[src/hdl/lfpr_pkg.sv]
package lfpr_pkg;

   // Frame geometry
   localparam logic [7:0] HEADER_LEN  = 8'd5;
   localparam logic [7:0] MAX_PAYLOAD = 8'd32;
   localparam logic [7:0] SIZE_POS    = 8'd4;

   localparam logic [7:0] CRC_FIRST = HEADER_LEN + MAX_PAYLOAD;
   localparam logic [7:0] CRC_LAST  = CRC_FIRST + 8'd1;
   localparam logic [7:0] FRAME_LEN = CRC_FIRST + 8'd2;

   // Position and end markers
   localparam logic [7:0] IDLE_POS = 8'd255;
   localparam logic [7:0] NO_END   = 8'd255;

   // Start countdown
   localparam logic [1:0] START_COUNT = 2'd2;

   // Buffer slots of the two start bytes and the byte that opens a packet
   localparam logic [5:0] SLOT_START  = 6'd0;
   localparam logic [5:0] SLOT_SECOND = 6'd1;
   localparam logic [5:0] SLOT_FIRST  = 6'd2;
   localparam logic [7:0] POS_AFTER_START = 8'd3;

   // Configuration register indexes and reset values
   localparam logic CSR_START_BYTE  = 1'b0;
   localparam logic CSR_SECOND_BYTE = 1'b1;
   localparam logic [7:0] START_BYTE_RST  = 8'd170;
   localparam logic [7:0] SECOND_BYTE_RST = 8'd85;

   // Beat numbers of a packet-start group
   localparam logic [1:0] BEAT_START  = 2'd0;
   localparam logic [1:0] BEAT_SECOND = 2'd1;
   localparam logic [1:0] BEAT_FIRST  = 2'd2;

   // Results of one received byte: either a packet start (three writes)
   // or a single result described by the write fields.
   typedef struct packed {
      logic       start;
      logic       write_valid;
      logic [5:0] write_index;
      logic [7:0] write_data;
      logic       packet_done;
      logic       frame_ready;
      logic [7:0] start_byte;
      logic [7:0] second_byte;
   } group_type;

endpackage

[src/hdl/lfpr_frame.sv]
module lfpr_frame (
   input  logic                  clock,
   input  logic                  reset,
   input  logic                  advance,
   input  logic [7:0]            rx_byte,
   input  logic [7:0]            start_byte,
   input  logic [7:0]            second_byte,
   output lfpr_pkg::group_type   group
);

   logic [1:0] countdown_ff, countdown_in;
   logic [7:0] position_ff, position_in;
   logic [7:0] payload_end_ff, payload_end_in;
   logic       ready_ff, ready_in;

   logic [7:0] pos;
   logic [7:0] pend;
   logic [7:0] wpos;

   always_ff @(posedge clock) begin
      if (reset) begin
         countdown_ff   <= lfpr_pkg::START_COUNT;
         position_ff    <= lfpr_pkg::IDLE_POS;
         payload_end_ff <= lfpr_pkg::NO_END;
         ready_ff       <= 1'b0;
      end else if (advance) begin
         countdown_ff   <= countdown_in;
         position_ff    <= position_in;
         payload_end_ff <= payload_end_in;
         ready_ff       <= ready_in;
      end
   end

   always_comb begin
      pos          = position_ff;
      pend         = payload_end_ff;
      countdown_in = lfpr_pkg::START_COUNT;
      wpos         = 8'd0;
      if (countdown_ff == 2'd0) begin
         pos  = 8'd0;
         pend = lfpr_pkg::NO_END;
      end else if (rx_byte == start_byte) begin
         countdown_in = countdown_ff - 2'd1;
      end

      position_in    = pos;
      payload_end_in = pend;
      ready_in       = ready_ff;

      group              = '0;
      group.start_byte   = start_byte;
      group.second_byte  = second_byte;
      group.write_data   = rx_byte;

      if (pos < lfpr_pkg::FRAME_LEN) begin
         if (pos == 8'd0) begin
            group.start = 1'b1;
            position_in = lfpr_pkg::POS_AFTER_START;
            ready_in    = 1'b0;
         end else if (pos == lfpr_pkg::CRC_LAST) begin
            group.write_valid = 1'b1;
            group.write_index = pos[5:0];
            group.packet_done = 1'b1;
            position_in       = lfpr_pkg::IDLE_POS;
            payload_end_in    = lfpr_pkg::NO_END;
            ready_in          = 1'b1;
         end else if (pos == lfpr_pkg::SIZE_POS) begin
            if (rx_byte > lfpr_pkg::MAX_PAYLOAD) begin
               // oversize: drop the frame
               position_in    = lfpr_pkg::IDLE_POS;
               payload_end_in = lfpr_pkg::NO_END;
               ready_in       = 1'b0;
            end else begin
               payload_end_in    = lfpr_pkg::HEADER_LEN + rx_byte;
               group.write_valid = 1'b1;
               group.write_index = pos[5:0];
               position_in       = pos + 8'd1;
            end
         end else begin
            wpos = (pos == pend) ? lfpr_pkg::CRC_FIRST : pos;
            group.write_valid = 1'b1;
            group.write_index = wpos[5:0];
            position_in       = wpos + 8'd1;
         end
      end

      if (!group.write_valid && !group.start) begin
         group.write_data = 8'd0;
      end
      group.frame_ready = ready_in;
   end

endmodule

[src/hdl/lfpr_emit.sv]
module lfpr_emit (
   input  logic                  clock,
   input  logic                  reset,
   input  logic                  load_valid,
   output logic                  load_ready,
   input  lfpr_pkg::group_type   group,
   output logic                  rsp_valid,
   input  logic                  rsp_ready,
   output logic                  rsp_write_valid,
   output logic [5:0]            rsp_write_index,
   output logic [7:0]            rsp_write_data,
   output logic                  rsp_frame_ready,
   output logic                  rsp_packet_done,
   output logic                  rsp_last_result
);

   lfpr_pkg::group_type group_ff;
   logic       valid_ff, valid_in;
   logic [1:0] beat_ff, beat_in;
   logic       last;
   logic       load;

   always_ff @(posedge clock) begin
      if (reset) begin
         valid_ff <= 1'b0;
         beat_ff  <= lfpr_pkg::BEAT_START;
      end else begin
         valid_ff <= valid_in;
         beat_ff  <= beat_in;
      end
   end

   always_ff @(posedge clock) begin
      if (load) begin
         group_ff <= group;
      end
   end

   always_comb begin
      last       = !group_ff.start || (beat_ff == lfpr_pkg::BEAT_FIRST);
      load_ready = !valid_ff || (rsp_ready && last);
      load       = load_valid && load_ready;
      valid_in   = valid_ff;
      beat_in    = beat_ff;
      if (load) begin
         valid_in = 1'b1;
         beat_in  = lfpr_pkg::BEAT_START;
      end else if (valid_ff && rsp_ready) begin
         if (last) begin
            valid_in = 1'b0;
            beat_in  = lfpr_pkg::BEAT_START;
         end else begin
            beat_in = beat_ff + 2'd1;
         end
      end

      rsp_valid       = valid_ff;
      rsp_frame_ready = group_ff.frame_ready;
      rsp_last_result = last;
      if (group_ff.start) begin
         rsp_write_valid = 1'b1;
         rsp_packet_done = 1'b0;
         case (beat_ff)
            lfpr_pkg::BEAT_START: begin
               rsp_write_index = lfpr_pkg::SLOT_START;
               rsp_write_data  = group_ff.start_byte;
            end
            lfpr_pkg::BEAT_SECOND: begin
               rsp_write_index = lfpr_pkg::SLOT_SECOND;
               rsp_write_data  = group_ff.second_byte;
            end
            default: begin
               rsp_write_index = lfpr_pkg::SLOT_FIRST;
               rsp_write_data  = group_ff.write_data;
            end
         endcase
      end else begin
         rsp_write_valid = group_ff.write_valid;
         rsp_write_index = group_ff.write_index;
         rsp_write_data  = group_ff.write_data;
         rsp_packet_done = group_ff.packet_done;
      end
   end

endmodule

[src/hdl/length_framed_packet_receiver.sv]
// Length-framed packet receiver.
// req channel: one received serial byte per beat (req_rx_byte).
// rsp channel: buffer-write beats for an external packet buffer. Each beat
//   carries write enable, index and data, the frame-ready flag as it stands
//   after the byte, a done pulse on the final CRC byte, and rsp_last_result
//   on the last beat that a byte causes.
// csr channel: index 0 sets the start byte (reset 170), index 1 the second
//   header byte (reset 85); csr_ready is always high. Write while idle.
// Path: an accepted byte sits in the input register, its beats are formed
//   from it into the result register, and rsp presents them from there.
// Throughput: one byte per cycle for bytes giving one beat, while rsp_ready is
//   high; the byte that opens a packet gives three beats and holds the result
//   register until the third is taken, as the rsp port moves one beat per cycle.
// Reset: start countdown armed at 2, receiver idle, no payload end, ready
//   flag low, no beat pending, configuration at its reset values.
// Stall: with rsp_ready low the result register holds; the input register
//   still takes one more byte, then req_ready drops until beats drain.
module length_framed_packet_receiver (
   input  logic       clock,
   input  logic       reset,
   input  logic       req_valid,
   output logic       req_ready,
   input  logic [7:0] req_rx_byte,
   output logic       rsp_valid,
   input  logic       rsp_ready,
   output logic       rsp_write_valid,
   output logic [5:0] rsp_write_index,
   output logic [7:0] rsp_write_data,
   output logic       rsp_frame_ready,
   output logic       rsp_packet_done,
   output logic       rsp_last_result,
   input  logic       csr_valid,
   output logic       csr_ready,
   input  logic       csr_index,
   input  logic [7:0] csr_wdata
);

   logic [7:0] start_byte_ff;
   logic [7:0] second_byte_ff;

   logic       in_valid_ff, in_valid_in;
   logic [7:0] in_byte_ff;

   logic       load_ready;
   logic       advance;
   lfpr_pkg::group_type group;

   // configuration registers, always ready
   assign csr_ready = 1'b1;

   always_ff @(posedge clock) begin
      if (reset) begin
         start_byte_ff  <= lfpr_pkg::START_BYTE_RST;
         second_byte_ff <= lfpr_pkg::SECOND_BYTE_RST;
      end else if (csr_valid) begin
         case (csr_index)
            lfpr_pkg::CSR_START_BYTE:  start_byte_ff  <= csr_wdata;
            lfpr_pkg::CSR_SECOND_BYTE: second_byte_ff <= csr_wdata;
            default: ;
         endcase
      end
   end

   // input register: take a beat when empty or whenever the held byte moves on
   assign advance     = in_valid_ff && load_ready;
   assign req_ready   = !in_valid_ff || load_ready;
   assign in_valid_in = (req_valid && req_ready) || (in_valid_ff && !advance);

   always_ff @(posedge clock) begin
      if (reset) begin
         in_valid_ff <= 1'b0;
      end else begin
         in_valid_ff <= in_valid_in;
      end
   end

   always_ff @(posedge clock) begin
      if (req_valid && req_ready) begin
         in_byte_ff <= req_rx_byte;
      end
   end

   // framing state and decode of the held byte
   lfpr_frame u_frame (
      .clock       (clock),
      .reset       (reset),
      .advance     (advance),
      .rx_byte     (in_byte_ff),
      .start_byte  (start_byte_ff),
      .second_byte (second_byte_ff),
      .group       (group)
   );

   // result register, one beat per cycle while rsp_ready is high
   lfpr_emit u_emit (
      .clock            (clock),
      .reset            (reset),
      .load_valid       (in_valid_ff),
      .load_ready       (load_ready),
      .group            (group),
      .rsp_valid        (rsp_valid),
      .rsp_ready        (rsp_ready),
      .rsp_write_valid  (rsp_write_valid),
      .rsp_write_index  (rsp_write_index),
      .rsp_write_data   (rsp_write_data),
      .rsp_frame_ready  (rsp_frame_ready),
      .rsp_packet_done  (rsp_packet_done),
      .rsp_last_result  (rsp_last_result)
   );

endmodule

[config.mk]
export PLATFORM = sky130hd
export DESIGN_NAME = length_framed_packet_receiver
export DESIGN_NICKNAME = d
export VERILOG_FILES = /design/src/hdl/lfpr_pkg.sv /design/src/hdl/lfpr_frame.sv /design/src/hdl/lfpr_emit.sv /design/src/hdl/length_framed_packet_receiver.sv
export SDC_FILE = /design/constraint.sdc
export NUM_CORES = 1
export LEC_CHECK = 0
export BUFFER_PORTS_ARGS = -buffer_cell sky130_fd_sc_hd__buf_4
export CAP_MARGIN = 20
export CORE_ASPECT_RATIO = 0.6
export CORE_MARGIN = 2
export CORE_UTILIZATION = 45
export CTS_BUF_LIST = sky130_fd_sc_hd__clkbuf_8
export DETAILED_ROUTE_END_ITERATION = 8
export GPL_ROUTABILITY_DRIVEN = 0
export SLEW_MARGIN = 0
export SYNTH_ARGS = -nofsm -noshare
export SYNTH_HDL_FRONTEND = slang
export SYNTH_SLANG_ARGS = --single-unit
[constraint.sdc]
create_clock -name clock -period 3.25 [get_ports clock]
set_input_delay 0.65 -clock clock [delete_from_list [all_inputs] [get_ports clock]]
set_output_delay 0.65 -clock clock [all_outputs]
set_load 0.02 [all_outputs]
==> flow_summary.ini <==
[outcome]
status = completed

[die]
coreArea_um2 = 8491
fp.dieW_um = 124.6
ioPinCount = 43
die_h_um = 76.34
rows = 26
die-area_um2 = 9510
start_util = 0.4623

[worst_setup_path]
cp.required_ps = 3360
crit_type = reg -> reg
cp_max_fo = 8
arrival_ps = 3000
startpoint_type = flop
cpPeakStageDelay_ps = 490
critical_path.slowest_cell = nor4bb_1
cp_common_cell = inv_1
path_cells = inv_1 -> ha_1 -> nor2b_1 -> inv_1 -> ha_1 -> nor4bb_1 -> and2_1 -> nand2_1 -> nand2_1 -> inv_1 -> nor2_2 -> nor2b_1
endpoint_kind = flop

[flow_run]
max-cap-violations = 0

[synth]
synthMuxAreaShare = 0.008607
netlist_area_um2 = 3925
synth-simple-area-share = 0.1830
synth_compound_area_frac = 0.1677
synth_xor_xnor_area_share = 0.04909
synth_area_leaders = edfxtp_1 32%, dfxtp_1 20%, xor2_1 4.0%, nand2_1 3.7%, a22o_1 3.6%
synth_cells = 390
synthDistinctLibCells = 54
syn_area_per_cell_um2 = 10.06
synth_most_common_cell = edfxtp_1
ys_seq_elements = 81
synth_nets = 421
synth-edff-count = 42
synth_area_leader_cell = edfxtp_1
seq_area_frac_synth = 0.5202
synthArstFlopShare = 0
synthAdderAreaFrac = 0.02869
synthTopCellsByCount = 42 x edfxtp_1, 39 x dfxtp_1, 39 x nand2_1
synth_top_area_share = 0.3213
yosys_warnings = 0
dominantRegCellSynth = edfxtp_1
synth_top_family_by_area = simple AND/OR/NAND/NOR gates

[global_routing]
grt_pass1_vias = 2823
grt_max_degree = 24
grt_pass1_wl_mm = 15.24
busiest_layer = met1
gr-total-overflow = 0
grt_usage = 0.2063
gr-usage-met1 = 0.3278
grtUsageMet3 = 0.07303
use_met2 = 0.2607
antenna_found_initial = 0

[power_and_ir_drop]
report.power.total_mw = 2.166
powerDensity_nw_per_um2 = 473.0
peakVddDrop_mv = 0.2832
cellLeakagePower_nw = 1.862

[route]
viasPerCell = 5.449
drc_errors = 0
wl_per_cell_um = 17.00
drtIter0Drc = 205
wl_mm = 9.283
ant_nets = 0
firstDrtPassIters = 4
dr_total_vias = 2975

[clock_network]
clock_latency_ps = 360
clockRootBuffer = clkbuf_8
clockBufferDepth = 2
ctsHoldBuffers = 0
cts_tree = yes
clk_pin_slew_ps = 80
cts_setup_buffers = 0
cts_made_buffers = 9
post_cts_resized = 0
htreeDepth = 3
cts.sinks = 81

[cells_and_area]
layout.nets = 460
diodes = 0
post-route-util = 0.5393
area_growth_pct = 16.67
fin_cells = 546
drive_gt1_frac = 0.1728

[sta]
worstMarginPinSlew_ps = 798.3
period_share = 0.8898
tns_ps = 0
finalHoldViolations = 0
setup_viol = 0
fmax_ghz = 0.3458
drv_slew = 0
holdWs_ps = 437.4
relSlewSlack = 0.4642
finClkSkew_ps = 10.38
rsz0062_at_grt = false
min_period_ps = 2892

[place]
dp_hpwl_mm = 6.945
place_inst = 530
numPortBuffers = 41

[hold_path]
holdCritPathClass = reg -> reg
==> layer usage <==
layer	wire length (um)	part of all wire
met1	5018	0.54
met2	3467	0.37
met3	710	0.076
met4	86	0.0093
met5	0	0
==> kinds of logic after synthesis <==
family                   after synthesis
AO/OA/AOI/OAI                         92
adder cells (fa/ha/maj)                9
XOR/XNOR                              22
multiplexers                           3
AND/OR/NAND/NOR                      141
buffers and inverters                 41
other                                  1
flip-flops                            81
==> through the flow <==
step / area (um2) / worst slack, ps
3_5_place_dp: 4352 / 485.3
2_1_floorplan: 3925 / 239.6
6_report: 4579 / 358.3
3_3_place_gp: 4352 / 627.8
4_1_cts: 4579 / 409.4
5_1_grt: 4579 / 46.21
==> registers in the layout, summed over array words and instances (netlist names) <==
name and cells:
u_frame.position_ff 8, u_emit.beat_ff 2, u_frame.countdown_ff 2, u_emit.rsp_valid 1
u_emit.group_ff 33, in_valid_ff 1, second_byte_ff 8, u_frame.ready_ff 1
in_byte_ff 8, u_frame.payload_end_ff 8, start_byte_ff 8, u_emit.rsp_frame_ready 1
==> worst paths after layout <==
kind	from	endpoint	slack (ps)	depth (start not counted)
worst max-delay path	u_frame.countdown_ff[0]	u_emit.group_ff[25]	360	12
worst min-delay path	second_byte_ff[5]	u_emit.group_ff[5]	440	0
worst max register to register	u_frame.countdown_ff[0]	u_emit.group_ff[25]	360	12
worst min register to register	second_byte_ff[5]	u_emit.group_ff[5]	440	0
==> worst max-delay path: cells and delay by family, from the launching register on <==
| kind | cells | cell delay [ps] |
|---|---|---|
| simple gates | 7 | 1620 |
| fa+ha+maj | 2 | 440 |
| flops | 1 | 310 |
| buf+inv | 3 | 290 |
==> layout make-up <==
| cell class | count | area [um2] |
|---|---|---|
| clock buffers | 10 | 137.6 |
| clock inverters | 6 | 90.09 |
| fillers | 751 | 3911 |
| inverters | 18 | 67.56 |
| multi-input cells | 268 | 1719 |
| flip-flops and latches | 81 | 2042 |
| well taps | 112 | 140.1 |
| repair buffers | 51 | 382.9 |
==> layout by cell type (no fill, tap or decap), types with 2 or more instances in the layout <==
cell	synthesis	final
buf_4	1	51
edfxtp_1	42	42
nand2_1	39	39
dfxtp_1	39	39
a21oi_1	27	27
nor2_1	23	23
inv_1	18	19
xor2_1	18	18
nand3_1	17	17
nor2b_1	16	16
a22o_1	16	16
nor3_1	14	14
clkbuf_8	0	10
nand2b_1	9	9
a211oi_1	9	9
ha_1	9	9
nand4_1	5	5
o21ai_0	5	5
a21o_1	4	4
xnor2_1	4	4
a22oi_1	4	4
and3_1	4	4
o31ai_1	4	4
a311oi_1	4	4
o211ai_1	3	3
mux2_2	3	3
nor4_1	3	3
and2_1	2	2
a211o_1	2	2
o21ai_1	2	2
bufinv_16	0	2
clkinv_4	0	2
==> report_power, final <==
group	switching [mW]	leakage, nW	internal, mW
combinational	0.120	1.03	0.0827
sequential	0.0238	0.714	1.11
clock	0.370	0.118	0.456
total	0.513	1.86	1.65
(Power assumes the default switching activity.)
